<file path="config.mk">
export PLATFORM = sky130hd
export DESIGN_NAME = ordered_list_engine_top
export DESIGN_NICKNAME = d
export VERILOG_FILES = /design/src/ole_pkg.sv /design/src/ordered_list_engine_top.sv /design/src/ole_ram.sv /design/src/ole_ctrl.sv
export SDC_FILE = /design/constraint.sdc
export NUM_CORES = 1
export LEC_CHECK = 0
export BUFFER_PORTS_ARGS = -buffer_cell sky130_fd_sc_hd__buf_2
export CAP_MARGIN = 15
export CORE_MARGIN = 5
export CORE_UTILIZATION = 35
export CTS_BUF_LIST = sky130_fd_sc_hd__clkbuf_16
export DETAILED_ROUTE_END_ITERATION = 7
export PLACE_DENSITY_LB_ADDON = 0.2
export SLEW_MARGIN = 20
export SYNTH_ARGS = -nofsm -noshare
export SYNTH_HDL_FRONTEND = slang
export SYNTH_SLANG_ARGS = --single-unit
</file>
<file path="constraint.sdc">
create_clock -name i_clk -period 6.2 [get_ports i_clk]
set_clock_uncertainty 0.15 [all_clocks]
set_input_delay 1.24 -clock i_clk [delete_from_list [all_inputs] [get_ports i_clk]]
set_output_delay 1.24 -clock i_clk [all_outputs]
set_load 0.02 [all_outputs]
</file>
<file path="src/ole_pkg.sv">
// ole_pkg: shared types and constants of the ordered list engine.
// Used by ole_ctrl and ordered_list_engine_top; no dependencies.
`default_nettype none

package ole_pkg;

    localparam int DEPTH = 16;
    localparam int WIDTH = 32;

    localparam int IW   = (DEPTH > 1) ? $clog2(DEPTH) : 1;
    localparam int CW   = $clog2(DEPTH + 1);
    localparam int CMPW = 8;

    localparam int CMD_W  = 4;
    localparam int VAL_W  = 32;
    localparam int POS_W  = 5;
    localparam int STAT_W = 3;
    localparam int IDX_W  = 4;
    localparam int CNT_W  = 5;

    typedef enum logic [CMD_W-1:0] {
        CMD_PUSH_BACK  = 4'd0,
        CMD_POP_BACK   = 4'd1,
        CMD_PUSH_FRONT = 4'd2,
        CMD_POP_FRONT  = 4'd3,
        CMD_FIND       = 4'd4,
        CMD_INSERT     = 4'd5,
        CMD_ERASE      = 4'd6,
        CMD_REMOVE     = 4'd7,
        CMD_REMOVE_ALL = 4'd8,
        CMD_DUMP       = 4'd9
    } t_cmd;

    localparam logic [STAT_W-1:0] STAT_OK       = 3'd0;
    localparam logic [STAT_W-1:0] STAT_FULL     = 3'd1;
    localparam logic [STAT_W-1:0] STAT_EMPTY    = 3'd2;
    localparam logic [STAT_W-1:0] STAT_NOTFOUND = 3'd3;
    localparam logic [STAT_W-1:0] STAT_BADPOS   = 3'd4;

    typedef enum logic {
        S_IDLE,
        S_WALK
    } t_state;

    typedef enum logic [2:0] {
        M_SHUP,
        M_SHDN,
        M_FIND,
        M_COMPACT,
        M_DUMP
    } t_mode;

    typedef struct packed {
        logic             we;
        logic [IW-1:0]    waddr;
        logic [WIDTH-1:0] wdata;
        logic             re;
        logic [IW-1:0]    raddr;
    } t_ram_req;

endpackage

`default_nettype wire

</file>
<file path="src/ordered_list_engine_top.sv">
// push_back, pop_back and rejected commands give their result in the cycle after
// the item; a walk gives its result once it has read the entries it needs, remove
// walks a second time when it finds a match, and dump gives each entry in order.
// Throughput: one item at a time; the walk reads one store entry per cycle through
// a single RAM read port; the next item may start with the final result. Reset
// (i_rst_n low, synchronous): count cleared, sequencer idle, store contents
// undefined and never cleared; results cannot be stalled.
`default_nettype none

module ordered_list_engine_top (
    input  wire logic                          i_clk,
    input  wire logic                          i_rst_n,
    input  wire logic                          start,
    output logic                               busy,
    input  wire logic [ole_pkg::CMD_W-1:0]     i_cmd,
    input  wire logic [ole_pkg::VAL_W-1:0]     i_value,
    input  wire logic [ole_pkg::POS_W-1:0]     i_position,
    output logic                               o_strobe,
    output logic [ole_pkg::STAT_W-1:0]         o_status,
    output logic [ole_pkg::IDX_W-1:0]          o_found_index,
    output logic [ole_pkg::VAL_W-1:0]          o_entry_value,
    output logic [ole_pkg::CNT_W-1:0]          o_entry_count,
    output logic                               o_last
);

    ole_pkg::t_ram_req             ram_req;
    logic [ole_pkg::WIDTH-1:0]     ram_rdata;

    ole_ram #(
        .W (ole_pkg::WIDTH),
        .D (ole_pkg::DEPTH)
    ) u_store (
        .i_clk   (i_clk),
        .i_we    (ram_req.we),
        .i_waddr (ram_req.waddr),
        .i_wdata (ram_req.wdata),
        .i_re    (ram_req.re),
        .i_raddr (ram_req.raddr),
        .o_rdata (ram_rdata)
    );

    ole_ctrl u_ctrl (
        .i_clk         (i_clk),
        .i_rst_n       (i_rst_n),
        .start         (start),
        .busy          (busy),
        .i_cmd         (i_cmd),
        .i_value       (i_value),
        .i_position    (i_position),
        .o_ram_req     (ram_req),
        .i_ram_rdata   (ram_rdata),
        .o_strobe      (o_strobe),
        .o_status      (o_status),
        .o_found_index (o_found_index),
        .o_entry_value (o_entry_value),
        .o_entry_count (o_entry_count),
        .o_last        (o_last)
    );

`ifndef SYNTHESIS
    a_count_range: assert property (@(posedge i_clk) disable iff (!i_rst_n)
        o_strobe |-> (int'(o_entry_count) <= ole_pkg::DEPTH))
        else $error("entry count above depth");

    a_last_idle: assert property (@(posedge i_clk) disable iff (!i_rst_n)
        (o_strobe && o_last) |-> !busy)
        else $error("final result while sequencer still busy");

    a_dump_cont: assert property (@(posedge i_clk) disable iff (!i_rst_n)
        (o_strobe && !o_last) |-> (busy && (o_status == ole_pkg::STAT_OK)))
        else $error("partial result outside dump");

    a_full_count: assert property (@(posedge i_clk) disable iff (!i_rst_n)
        (o_strobe && (o_status == ole_pkg::STAT_FULL))
            |-> (int'(o_entry_count) == ole_pkg::DEPTH))
        else $error("full reported below depth");
`endif

endmodule

`default_nettype wire

</file>
<file path="src/ole_ram.sv">
// ole_ram: generic single-write, single-read RAM with registered read data.
// No dependencies.
`default_nettype none

module ole_ram #(
    parameter int W = 32,
    parameter int D = 16
) (
    input  wire logic                                i_clk,
    input  wire logic                                i_we,
    input  wire logic [((D > 1) ? $clog2(D) : 1)-1:0] i_waddr,
    input  wire logic [W-1:0]                        i_wdata,
    input  wire logic                                i_re,
    input  wire logic [((D > 1) ? $clog2(D) : 1)-1:0] i_raddr,
    output logic      [W-1:0]                        o_rdata
);

    logic [W-1:0] r_mem [D];
    logic [W-1:0] r_rdata;

    always_ff @(posedge i_clk) begin
        if (i_we) begin
            r_mem[i_waddr] <= i_wdata;
        end
        if (i_re) begin
            r_rdata <= r_mem[i_raddr];
        end
    end

    assign o_rdata = r_rdata;

endmodule

`default_nettype wire

</file>
<file path="src/ole_ctrl.sv">
// ole_ctrl: command sequencer of the ordered list engine; walks the store one
// entry a cycle through a shared compare/address unit. Depends on ole_pkg.
`default_nettype none

module ole_ctrl (
    input  wire logic                          i_clk,
    input  wire logic                          i_rst_n,
    input  wire logic                          start,
    output logic                               busy,
    input  wire logic [ole_pkg::CMD_W-1:0]     i_cmd,
    input  wire logic [ole_pkg::VAL_W-1:0]     i_value,
    input  wire logic [ole_pkg::POS_W-1:0]     i_position,
    output ole_pkg::t_ram_req                  o_ram_req,
    input  wire logic [ole_pkg::WIDTH-1:0]     i_ram_rdata,
    output logic                               o_strobe,
    output logic [ole_pkg::STAT_W-1:0]         o_status,
    output logic [ole_pkg::IDX_W-1:0]          o_found_index,
    output logic [ole_pkg::VAL_W-1:0]          o_entry_value,
    output logic [ole_pkg::CNT_W-1:0]          o_entry_count,
    output logic                               o_last
);

    localparam int IW   = ole_pkg::IW;
    localparam int CW   = ole_pkg::CW;
    localparam int CMPW = ole_pkg::CMPW;
    localparam int WD   = ole_pkg::WIDTH;

    ole_pkg::t_state r_state, n_state;
    ole_pkg::t_mode  r_mode, n_mode;

    logic [CW-1:0]   r_count, n_count;
    logic [CW-1:0]   r_rem, n_rem;
    logic [CW-1:0]   r_wp, n_wp;
    logic [CW-1:0]   r_pos, n_pos;
    logic [IW-1:0]   r_ra, n_ra;
    logic [IW-1:0]   r_da, n_da;
    logic            r_dv, n_dv;
    logic            r_found, n_found;
    logic [IW-1:0]   r_fidx, n_fidx;
    logic            r_rm, n_rm;
    logic [WD-1:0]   r_val, n_val;

    logic                          r_strobe, n_strobe;
    logic [ole_pkg::STAT_W-1:0]    r_ostat, n_ostat;
    logic [ole_pkg::IDX_W-1:0]     r_oidx, n_oidx;
    logic [ole_pkg::VAL_W-1:0]     r_oval, n_oval;
    logic                          r_olast, n_olast;

    logic [WD-1:0]   in_val;
    logic [CMPW-1:0] pos_x;
    logic [CMPW-1:0] cnt_x;
    logic            is_full;
    logic            is_empty;

    assign in_val   = WD'($unsigned(i_value));
    assign pos_x    = CMPW'(i_position);
    assign cnt_x    = CMPW'(r_count);
    assign is_full  = (r_count == CW'(ole_pkg::DEPTH));
    assign is_empty = (r_count == '0);

    always_ff @(posedge i_clk) begin
        if (!i_rst_n) begin
            r_state  <= ole_pkg::S_IDLE;
            r_count  <= '0;
            r_dv     <= 1'b0;
            r_strobe <= 1'b0;
        end else begin
            r_state  <= n_state;
            r_count  <= n_count;
            r_dv     <= n_dv;
            r_strobe <= n_strobe;
        end
    end

    always_ff @(posedge i_clk) begin
        r_mode  <= n_mode;
        r_rem   <= n_rem;
        r_wp    <= n_wp;
        r_pos   <= n_pos;
        r_ra    <= n_ra;
        r_da    <= n_da;
        r_found <= n_found;
        r_fidx  <= n_fidx;
        r_rm    <= n_rm;
        r_val   <= n_val;
        r_ostat <= n_ostat;
        r_oidx  <= n_oidx;
        r_oval  <= n_oval;
        r_olast <= n_olast;
    end

    always_comb begin
        n_state  = r_state;
        n_mode   = r_mode;
        n_count  = r_count;
        n_rem    = r_rem;
        n_wp     = r_wp;
        n_pos    = r_pos;
        n_ra     = r_ra;
        n_da     = r_da;
        n_dv     = 1'b0;
        n_found  = r_found;
        n_fidx   = r_fidx;
        n_rm     = r_rm;
        n_val    = r_val;
        n_strobe = 1'b0;
        n_ostat  = r_ostat;
        n_oidx   = r_oidx;
        n_oval   = r_oval;
        n_olast  = r_olast;
        o_ram_req = '0;

        unique case (r_state)
            ole_pkg::S_IDLE: begin
                if (start) begin
                    n_val = in_val;
                    n_rm  = 1'b0;
                    n_oidx  = '0;
                    n_oval  = '0;
                    n_olast = 1'b1;
                    n_ostat = ole_pkg::STAT_OK;
                    unique case (ole_pkg::t_cmd'(i_cmd)) inside
                        ole_pkg::CMD_PUSH_BACK: begin
                            n_strobe = 1'b1;
                            if (is_full) begin
                                n_ostat = ole_pkg::STAT_FULL;
                            end else begin
                                o_ram_req.we    = 1'b1;
                                o_ram_req.waddr = r_count[IW-1:0];
                                o_ram_req.wdata = in_val;
                                n_count = r_count + CW'(1);
                            end
                        end
                        ole_pkg::CMD_POP_BACK: begin
                            n_strobe = 1'b1;
                            if (is_empty) begin
                                n_ostat = ole_pkg::STAT_EMPTY;
                            end else begin
                                n_count = r_count - CW'(1);
                            end
                        end
                        ole_pkg::CMD_PUSH_FRONT, ole_pkg::CMD_INSERT: begin
                            if ((ole_pkg::t_cmd'(i_cmd) == ole_pkg::CMD_INSERT)
                                && (pos_x > cnt_x)) begin
                                n_strobe = 1'b1;
                                n_ostat  = ole_pkg::STAT_BADPOS;
                            end else if (is_full) begin
                                n_strobe = 1'b1;
                                n_ostat  = ole_pkg::STAT_FULL;
                            end else begin
                                n_pos = (ole_pkg::t_cmd'(i_cmd) == ole_pkg::CMD_INSERT)
                                        ? CW'(i_position) : '0;
                                n_mode  = ole_pkg::M_SHUP;
                                n_ra    = IW'(r_count - CW'(1));
                                n_rem   = r_count - n_pos;
                                n_state = ole_pkg::S_WALK;
                            end
                        end
                        ole_pkg::CMD_POP_FRONT, ole_pkg::CMD_ERASE: begin
                            if (is_empty) begin
                                n_strobe = 1'b1;
                                n_ostat  = ole_pkg::STAT_EMPTY;
                            end else if ((ole_pkg::t_cmd'(i_cmd) == ole_pkg::CMD_ERASE)
                                         && (pos_x >= cnt_x)) begin
                                n_strobe = 1'b1;
                                n_ostat  = ole_pkg::STAT_BADPOS;
                            end else begin
                                n_pos = (ole_pkg::t_cmd'(i_cmd) == ole_pkg::CMD_ERASE)
                                        ? CW'(i_position) : '0;
                                n_mode  = ole_pkg::M_SHDN;
                                n_ra    = IW'(n_pos + CW'(1));
                                n_rem   = r_count - CW'(1) - n_pos;
                                n_state = ole_pkg::S_WALK;
                            end
                        end
                        ole_pkg::CMD_FIND, ole_pkg::CMD_REMOVE: begin
                            if (is_empty) begin
                                n_strobe = 1'b1;
                                n_ostat  = (ole_pkg::t_cmd'(i_cmd) == ole_pkg::CMD_FIND)
                                           ? ole_pkg::STAT_NOTFOUND
                                           : ole_pkg::STAT_EMPTY;
                            end else begin
                                n_rm    = (ole_pkg::t_cmd'(i_cmd) == ole_pkg::CMD_REMOVE);
                                n_mode  = ole_pkg::M_FIND;
                                n_found = 1'b0;
                                n_ra    = '0;
                                n_rem   = r_count;
                                n_state = ole_pkg::S_WALK;
                            end
                        end
                        ole_pkg::CMD_REMOVE_ALL, ole_pkg::CMD_DUMP: begin
                            if (is_empty) begin
                                n_strobe = 1'b1;
                                n_ostat  = ole_pkg::STAT_EMPTY;
                            end else begin
                                n_mode = (ole_pkg::t_cmd'(i_cmd) == ole_pkg::CMD_DUMP)
                                         ? ole_pkg::M_DUMP : ole_pkg::M_COMPACT;
                                n_wp    = '0;
                                n_ra    = '0;
                                n_rem   = r_count;
                                n_state = ole_pkg::S_WALK;
                            end
                        end
                        default: begin
                        end
                    endcase
                end
            end

            ole_pkg::S_WALK: begin
                // read issue: one entry per cycle, data back in the next cycle
                if (r_rem != '0) begin
                    o_ram_req.re    = 1'b1;
                    o_ram_req.raddr = r_ra;
                    n_ra  = (r_mode == ole_pkg::M_SHUP) ? r_ra - IW'(1) : r_ra + IW'(1);
                    n_rem = r_rem - CW'(1);
                    n_dv  = 1'b1;
                    n_da  = r_ra;
                end

                if (r_dv) begin
                    case (r_mode)
                        ole_pkg::M_SHUP: begin
                            o_ram_req.we    = 1'b1;
                            o_ram_req.waddr = r_da + IW'(1);
                            o_ram_req.wdata = i_ram_rdata;
                        end
                        ole_pkg::M_SHDN: begin
                            o_ram_req.we    = 1'b1;
                            o_ram_req.waddr = r_da - IW'(1);
                            o_ram_req.wdata = i_ram_rdata;
                        end
                        ole_pkg::M_FIND: begin
                            if (i_ram_rdata == r_val) begin
                                n_found = 1'b1;
                                n_fidx  = r_da;
                                n_rem   = '0;
                                n_dv    = 1'b0;
                            end
                        end
                        ole_pkg::M_COMPACT: begin
                            if (i_ram_rdata != r_val) begin
                                o_ram_req.we    = 1'b1;
                                o_ram_req.waddr = r_wp[IW-1:0];
                                o_ram_req.wdata = i_ram_rdata;
                                n_wp = r_wp + CW'(1);
                            end
                        end
                        default: begin
                            n_strobe = 1'b1;
                            n_ostat  = ole_pkg::STAT_OK;
                            n_oidx   = '0;
                            n_oval   = ole_pkg::VAL_W'(i_ram_rdata);
                            n_olast  = ((CW'(r_da) + CW'(1)) == r_count);
                            if (n_olast) begin
                                n_state = ole_pkg::S_IDLE;
                            end
                        end
                    endcase
                end else if (r_rem == '0) begin
                    n_state = ole_pkg::S_IDLE;
                    n_oidx  = '0;
                    n_oval  = '0;
                    n_olast = 1'b1;
                    n_ostat = ole_pkg::STAT_OK;
                    n_strobe = 1'b1;
                    case (r_mode)
                        ole_pkg::M_SHUP: begin
                            o_ram_req.we    = 1'b1;
                            o_ram_req.waddr = r_pos[IW-1:0];
                            o_ram_req.wdata = r_val;
                            n_count = r_count + CW'(1);
                        end
                        ole_pkg::M_SHDN: begin
                            n_count = r_count - CW'(1);
                        end
                        ole_pkg::M_FIND: begin
                            if (r_found && r_rm) begin
                                // remove: erase the match in a second pass
                                n_strobe = 1'b0;
                                n_state  = ole_pkg::S_WALK;
                                n_mode   = ole_pkg::M_SHDN;
                                n_ra     = r_fidx + IW'(1);
                                n_rem    = r_count - CW'(1) - CW'(r_fidx);
                            end else if (r_found) begin
                                n_oidx = ole_pkg::IDX_W'(r_fidx);
                            end else begin
                                n_ostat = ole_pkg::STAT_NOTFOUND;
                            end
                        end
                        ole_pkg::M_COMPACT: begin
                            n_count = r_wp;
                            if (r_wp == r_count) begin
                                n_ostat = ole_pkg::STAT_NOTFOUND;
                            end
                        end
                        default: begin
                            n_strobe = 1'b0;
                        end
                    endcase
                end
            end

            default: begin
                n_state = ole_pkg::S_IDLE;
            end
        endcase
    end

    assign busy          = (r_state != ole_pkg::S_IDLE);
    assign o_strobe      = r_strobe;
    assign o_status      = r_ostat;
    assign o_found_index = r_oidx;
    assign o_entry_value = r_oval;
    assign o_entry_count = ole_pkg::CNT_W'(r_count);
    assign o_last        = r_olast;

endmodule

`default_nettype wire

</file>
==> results.md, run 1 <==
- The signal on the critical path passes through inv_1 > ha_1 > nor4b_2 > buf_4 > inv_2 > nor3b_4 > a21oi_1 > o21a_1 > o31a_1 > nor4_2 > buf_4.
- The wire length per cell after detailed routing is roughly 26 um.
- The buffers inserted during post-CTS setup optimization is 0.
- In this run the number of H-tree levels came out at 3.
- The worst setup path is captured at a flip-flop.
- The pin slew with the least headroom to its limit is 1.110 ns.
- The most area-hungry cell type in the Yosys netlist is sky130_fd_sc_hd__edfxtp_1.
- The maximum frequency from static timing analysis is roughly 0.22 GHz.
- The initial core utilization is 35.25%.
- The count of hold-fix buffers inserted at cts is 0.
- The run finished with clean final reports.
- After clock tree synthesis, the clock-pin slew on the worst setup and hold paths is 0.07 ns.
- Yosys mapped the design onto 66 distinct sky130hd cell types.
- Row generation in the floorplan step produced 103 rows.
- The final count of pins violating max slew came to 0.
- The critical setup path kind is reg2reg.
- The number of global-route vias before repair is around 16000.
- CTS saw 655 sinks.
- The maximum number of pins on one net before global-route repair is 65.
- The post-route worst hold slack is ~0.39 ns.
- Headroom to the max-slew limit came out at 25.52%.
- The number of vias per cell is ~5.4.
- The area share of the largest cell type after synthesis is a little over two thirds.
- The library cells used most frequently in the layout, excluding fill and tap cells, are sky130_fd_sc_hd__edfxtp_1, sky130_fd_sc_hd__mux4_2, sky130_fd_sc_hd__mux2i_1, sky130_fd_sc_hd__buf_2, sky130_fd_sc_hd__nand2_1.
- The number of DRC violations after detailed-routing iteration 0 is roughly 1200.
- The slowest library cell on the worst path is sky130_fd_sc_hd__nor3b_4.
- The global placement routability congestion is roughly 0.82.
- The total setup violations reported at the end of the flow is 0.
- The total count of hold-check failures in the final report is 0.
- STA puts the critical path data required time at roughly 6.3 ns.
- The count of nets left with antenna violations once routing finished came out at 0.
- The total overflow left after global routing is 0.
- The overall power is between 9 and 10 mW.
- Sequential cells were found to cover a little over two thirds of the synthesized design area.
- The fraction of registers with async set/reset is 0%.
- The average footprint of a synthesized cell is around 18 um^2.
- The Yosys step of the flow raised 0 warnings.
- The worst stage delay on the critical path is 0.83 ns.
- The post-detailed-routing wire length is between 70 and 80 mm.
- The core area is 0.07887 mm^2.
- The arrival time reported for the critical path endpoint is 4.64 ns.
- The count of cells along the worst hold path is 0.
- Sorting the synthesized cells by area gives the leading types as sky130_fd_sc_hd__edfxtp_1, sky130_fd_sc_hd__mux4_2, sky130_fd_sc_hd__mux2i_1.
- The class of the most critical hold timing path is reg2reg.
- The source-to-sink clock delay at the later pin of the worst-skew pair is ~0.63 ns.
- Measured along the x axis, the die boundary spans 291.9 um.
- The power density relative to cell area is 303.9 mW/mm^2.
- The die covers between 0.08 and 0.09 mm^2.
- The TritonCTS buffer count is 73.
- The number of enable flip-flop cells after synthesis is between 600 and 700.
- For this design the static power due to leakage is about 11 nW.
- Of the cells placed in the final design, the portion with a size suffix greater than 1 is between 20% and 30%.
- The commonest non-fill, non-tap cell in the layout is sky130_fd_sc_hd__edfxtp_1.
- Relative to the synthesized area, the layout overhead comes to 15.71%.
- Post-CTS repair changed the size of 0 cells.
- Synthesis handed over a netlist of roughly 1600 instances.
- For this run, design rule violations remaining after detail routing come to 0.
- Counting I/O delays and the setup requirement, the final critical path takes 4.550 ns.
- Synthesis inferred approximately 660 register bits.
- The number of diodes is 0.
- The number of antenna violations at the first check in global routing is 3.
- The CTS root buffer is sky130_fd_sc_hd__clkbuf_16.
- The number of iterations in the first detailed-routing pass is 5.
- The length in cells of the worst reg-to-reg path is 11.
- In this run the vertical extent of the chip is 291.9 um.
- Setup repair after global routing left no endpoint under its margin.
- The count of maximum capacitance violations is 0.
- The total of buffers placed on input and output ports is 90.
- The half-perimeter wire length of the detailed placement result is about 45 mm.
- The first global-routing pass estimated 106.4 mm of wire.
- The clock tree buffer depth is 3.
- Counting stages on the worst path, the most repeated cell is sky130_fd_sc_hd__buf_4.
- The most used flip-flop cell after synthesis is sky130_fd_sc_hd__edfxtp_1.
- Of all nets on the critical path, the largest fanout is 32.
- The mapped netlist covers roughly 0.028 mm^2.
- The part of the cycle the worst path needs is about 73%.
- The number of nets handed over by synthesis was between 1500 and 2000.
- For this run, the total global-route usage over all layers was measured as between 15 and 20%.
- The total number of nets in the final design is 1800.
- The setup slack of the most critical reg-to-reg path is between 1.5 and 2 ns.
- 91 I/O pins were placed.
- TritonCTS built the clock tree.
- The nature of the critical path startpoint is a flip-flop.
- The maximum ir drop on the vdd rail is 0.1955 mV.
- The number of vias after detailed routing is 15130.
per-layer routing:
metal | GRT usage (%) | part of all wire (%) | up-vias
li1 | - | - | 6663
met1 | 22.42 | 43 | 7917
met2 | 27.83 | 49 | 445
met3 | 3.407 | 5.4 | 108
met4 | 4.941 | 2.6 | 0
met5 | 0 | 0 | -
area by class of cell:
class	instances	area, um^2
clock inverters	57	406.6
inverters	27	101.3
flip-flops and latches	655	19590
fillers	7196	46700
clock buffers	73	1827
multi-input cells	812	7996
repair buffers	153	935.9
well taps	1050	1314
synthesized netlist by cell type (3+ instances only):
library cell	count
sky130_fd_sc_hd__a211oi_1	4
sky130_fd_sc_hd__a21o_1	9
sky130_fd_sc_hd__a21oi_1	30
sky130_fd_sc_hd__a221oi_1	10
sky130_fd_sc_hd__a22oi_1	37
sky130_fd_sc_hd__a31oi_1	7
sky130_fd_sc_hd__a32oi_1	3
sky130_fd_sc_hd__and2_1	14
sky130_fd_sc_hd__and3_1	37
sky130_fd_sc_hd__buf_1	18
sky130_fd_sc_hd__buf_2	6
sky130_fd_sc_hd__clkbuf_1	60
sky130_fd_sc_hd__dfxtp_1	8
sky130_fd_sc_hd__edfxtp_1	647
sky130_fd_sc_hd__fa_1	5
sky130_fd_sc_hd__ha_1	29
sky130_fd_sc_hd__inv_1	25
sky130_fd_sc_hd__mux2_2	3
sky130_fd_sc_hd__mux2i_1	101
sky130_fd_sc_hd__mux4_2	128
sky130_fd_sc_hd__nand2_1	87
sky130_fd_sc_hd__nand2b_1	7
sky130_fd_sc_hd__nand3_1	17
sky130_fd_sc_hd__nand4_1	11
sky130_fd_sc_hd__nor2_1	36
sky130_fd_sc_hd__nor2b_1	10
sky130_fd_sc_hd__nor3_1	11
sky130_fd_sc_hd__nor3b_1	5
sky130_fd_sc_hd__nor4_1	21
sky130_fd_sc_hd__o21a_1	5
sky130_fd_sc_hd__o21ai_0	49
sky130_fd_sc_hd__o22ai_1	10
sky130_fd_sc_hd__o31a_1	4
sky130_fd_sc_hd__o31ai_1	3
sky130_fd_sc_hd__or2_2	4
sky130_fd_sc_hd__or3_1	3
sky130_fd_sc_hd__xnor2_1	57
sky130_fd_sc_hd__xor2_1	14
where the power goes:
| group | total [mW] | internal (mW) | switching (mW) |
|---|---|---|---|
| Sequential | 5.00 | 4.93 | 0.0733 |
| Combinational | 0.766 | 0.294 | 0.472 |
| Clock | 4.01 | 2.25 | 1.76 |
| Total | 9.78 | 7.47 | 2.31 |
path summary, 6_finish.rpt:
kind                          end            start
min reg2reg        u_ctrl.r_da[2]   u_ctrl.r_ra[2]
max          u_store.r_mem[1][18]  u_ctrl.r_rem[0]
max reg2reg  u_store.r_mem[1][18]  u_ctrl.r_rem[0]
min                u_ctrl.r_da[2]   u_ctrl.r_ra[2]
through the flow:
stage / util (%) / setup TNS [ns] / instance area (um^2) / instances / setup slack [ns]
3_5_place_dp: 37.92 / 0 / 29900 / 2697 / 1.732
4_1_cts: 40.75 / 0 / 32140 / 2827 / 1.699
3_3_place_gp: 37.91 / 0 / 29900 / 2697 / 1.807
2_1_floorplan: - / -194.72 / 27800 / 1578 / -0.4795
5_1_grt: 40.79 / 0 / 32170 / 2827 / 1.439
6_report: 40.79 / 0 / 32170 / 2827 / 1.650
critical path, delay by kind of cell (launching register included):
kind / cells / cell delay (ns)
flops: 1 / 0.43
fa+ha+maj: 1 / 0.20
buf+inv: 4 / 1.08
compound gates: 3 / 0.89
simple gates: 3 / 1.39
flip-flops by register name (all words and copies together), names as in the netlist:
| name | flops |
|---|---|
| u_ctrl.o_found_index | 4 |
| u_ctrl.r_rem | 5 |
| u_ctrl.r_mode | 3 |
| u_ctrl.r_val | 32 |
| u_ctrl.o_strobe | 1 |
| u_ctrl.r_pos | 4 |
| u_ctrl.o_entry_value | 32 |
| u_ctrl.o_entry_count | 5 |
| u_store.o_rdata | 32 |
| u_ctrl.busy | 1 |
| u_ctrl.r_found | 1 |
| u_ctrl.r_wp | 5 |
| u_ctrl.r_rm | 1 |
| u_ctrl.o_last | 1 |
| u_store.r_mem | 512 |
| u_ctrl.r_ra | 4 |
| u_ctrl.o_status | 3 |
| u_ctrl.r_fidx | 4 |
| u_ctrl.r_da | 4 |
| u_ctrl.r_dv | 1 |
cells by family (layout without fill, tap and decap cells):
| family | count (synthesis) | in the layout | share of synthesized area, % |
|---|---|---|---|
| buffers and inverters | 111 | 310 | 1.525 |
| flip-flops | 655 | 655 | 70.45 |
| AO/OA/AOI/OAI | 198 | 198 | 4.757 |
| adder cells (fa/ha/maj) | 34 | 34 | 1.665 |
| XOR/XNOR | 71 | 71 | 2.237 |
| AND/OR/NAND/NOR | 277 | 277 | 5.238 |
| multiplexers | 232 | 232 | 14.13 |
Power figures use the tool's default switching activity.
==> run 2: changes to the inputs <==
Clock period 6.2 ns to 4.7 ns, I/O delays scaled along.
==> run 2 against run 1 <==
Combinational power increased by 36%; utilization is 0.81 points higher; cell area rose by 2.0%; cell count increased by 1.5%.
==> results.md, run 2 (synthesis results as in run 1) <==
- The worst register-to-register path has a depth of 11.
- Clock latency on the worst-skew pair, taken at its later pin, is just over 0.6 ns.
- The maximum number of pins on one net before global-route repair is slightly below 80.
- The die boundary width is 291.9 um.
- For this run, design rule violations remaining after detail routing come to 0.
- 0 antenna diodes ended up in the layout.
- The arrival time reported for the critical path endpoint is ~3.9 ns.
- The number of vias per cell is approximately 5.4.
- The global-route congestion overflow total is 0.
- Setup repair after global routing left no endpoint under its margin.
- The final count of pins violating max slew is 0.
- The total of buffers placed on input and output ports is 90.
- The count of maximum capacitance violations is 0.
- The top-level port count is 91.
- Global routing used between 10% and 20% of the available tracks across all layers.
- The number of placement rows is ~100.
- The overall power is 13.05 mW.
- The number of antenna violations at the first check in global routing came to 4.
- The setup total negative slack is 0 ns.
- The buffers inserted during post-CTS setup optimization is 0.
- Buffers inserted during clock tree synthesis total 73.
- The pin slew with the least headroom to its limit is 0.9979 ns.
- The floorplan die area is 0.08518 mm^2.
- The core area is about 0.079 mm^2.
- The relative slew slack is about a third.
- The number of global-route vias before repair is approximately 16000.
- After the first detailed-routing iteration, the DRC count stood at between 1000 and 1500.
- The register with the most flip-flops in the layout has just over 500 of them.
- The post-route worst hold slack is around 0.37 ns.
- The worst setup path is captured at a flip-flop.
- The class of the most critical hold timing path is in2reg.
- The maximum ir drop on the vdd rail is around 0.25 mV.
- In the layout the commonest cells are sky130_fd_sc_hd__edfxtp_1, sky130_fd_sc_hd__mux4_2, sky130_fd_sc_hd__mux2i_1, sky130_fd_sc_hd__buf_2, sky130_fd_sc_hd__buf_4.
- The post-synthesis to final-layout area growth is 18.00%.
- The total number of nets in the final design is 1843.
- The global placement routability congestion is between 0.8 and 0.9.
- The part of the cycle the worst path needs is approximately 82%.
- In this run the number of H-tree levels came out at 3.
- In this run the deepest clock path goes through 3 buffers.
- The post-detailed-routing wire length is around 74 mm.
- Power spread over the standard cell area amounts to between 300 and 400 mW/mm^2.
- Detailed placement finished with a half-perimeter wire length of approximately 46 mm.
- Cells with a size suffix above 1 make up between 20% and 30% of the layout.
- The commonest non-fill, non-tap cell in the layout is sky130_fd_sc_hd__edfxtp_1.
- The worst setup path is launched from a flip-flop.
- The minimum period implied by the final worst setup slack is 3.858 ns.
- For this run, the detailed router's first-pass iteration total came to 5.
- The CTS root buffer is sky130_fd_sc_hd__clkbuf_16.
- The run finished with clean final reports.
- Along the worst hold path, the cell count comes to 1.
- The clock-pin slew on the worst setup and hold paths is 0.06 ns.
- In the final routed layout, each cell accounts on average for around 26 um.
- Static timing analysis puts the maximum clock frequency at between 0.2 and 0.3 GHz.
- The die is 291.9 um tall.
- The required arrival time at the worst endpoint is 4.78 ns.
- The register with the most flip-flops in the final layout is u_store.r_mem.
- The CTS tree is built.
- Setup violations remaining at the end of the flow were counted as 0.
- The total count of hold-check failures in the final report is 0.
- The critical setup path kind is reg2reg.
- Clock tree synthesis found a total of 655 sinks.
- The number of routed nets with antenna violations is 0.
- The quantity of gates resized following cts is 0.
- The static leakage is approximately 12 nW.
- For this run, the share of the core covered by cells in the final layout is 41.60%.
- The biggest fanout along the worst timing path is 32.
- The wire length of the first global-routing pass is 108.9 mm.
- The count of hold-fix buffers inserted at cts is 0.
- The number of vias after detailed routing is roughly 15000.
- The initial core utilization is a little over a third.
## run 2: cell types whose count changed in the layout (fill, tap and decap cells not counted), moves of 3 or more
cell                        previous run  this run
sky130_fd_sc_hd__o21ai_0              31        49
sky130_fd_sc_hd__nor4_2               18         2
sky130_fd_sc_hd__clkinv_2             15        12
sky130_fd_sc_hd__buf_4                62        90
sky130_fd_sc_hd__buf_12                1        15
sky130_fd_sc_hd__o21ai_1              10         2
sky130_fd_sc_hd__nor4_4                0        16
sky130_fd_sc_hd__clkinv_1              8        18
sky130_fd_sc_hd__clkbuf_16            73        76
sky130_fd_sc_hd__inv_1                45        38
sky130_fd_sc_hd__o21ai_2              10         0
## run 2: final timing paths
kind | startpoint | end | slack (ns)
setup reg to reg | u_ctrl.r_mode[0] | u_store.r_mem[11][1] | 0.84
hold reg to reg | u_ctrl.r_ra[2] | u_ctrl.r_da[2] | 0.46
hold / removal | i_value[13] | u_ctrl.r_val[13] | 0.37
setup / recovery | u_ctrl.r_mode[0] | u_store.r_mem[11][1] | 0.84
## run 2: per-layer routing
layer / vias up / track usage [%] / wire [um]
met3: 112 / 3.514 / 4391
met5: - / 0 / 11
met4: 2 / 5.334 / 1870
met2: 471 / 28.75 / 36620
met1: 8003 / 22.37 / 30750
li1: 6765 / - / -
## run 2: power by group
part,switching (mW),internal [mW]
clock network,2.28,3.15
registers,0.0825,6.50
logic,0.638,0.401
## run 2: metrics by stage
| step | instance area [um^2] | worst slack, ns | instances |
|---|---|---|---|
| 2_1_floorplan | 27920 | -0.4162 | 1578 |
| 3_3_place_gp | 30530 | 0.1308 | 2739 |
| 3_5_place_dp | 30540 | 0.5611 | 2740 |
| 4_1_cts | 32810 | 0.8265 | 2868 |
| 5_1_grt | 32810 | 0.5780 | 2868 |
| 6_report | 32810 | 0.8416 | 2868 |
## run 2: final cells by class
| type | instances | area (um^2) |
|---|---|---|
| clock inverter | 52 | 365.4 |
| tap | 1050 | 1314 |
| multi-input combinational | 812 | 8099 |
| inverter | 27 | 101.3 |
| sequential | 655 | 19590 |
| timing repair buffer | 196 | 1438 |
| clock buffer | 76 | 1902 |
| fill | 7091 | 46060 |
## run 2: critical path, cell delays in order (launching register included)
cell and delay (ns):
sky130_fd_sc_hd__edfxtp_1 0.51, sky130_fd_sc_hd__nor3b_1 0.45, sky130_fd_sc_hd__buf_4 0.21, sky130_fd_sc_hd__ha_1 0.22
sky130_fd_sc_hd__a21o_1 0.17, sky130_fd_sc_hd__a21oi_1 0.17, sky130_fd_sc_hd__mux2i_1 0.23, sky130_fd_sc_hd__o21ai_0 0.19
sky130_fd_sc_hd__and3_1 0.25, sky130_fd_sc_hd__buf_4 0.21, sky130_fd_sc_hd__nor4_4 0.20, sky130_fd_sc_hd__buf_4 0.49
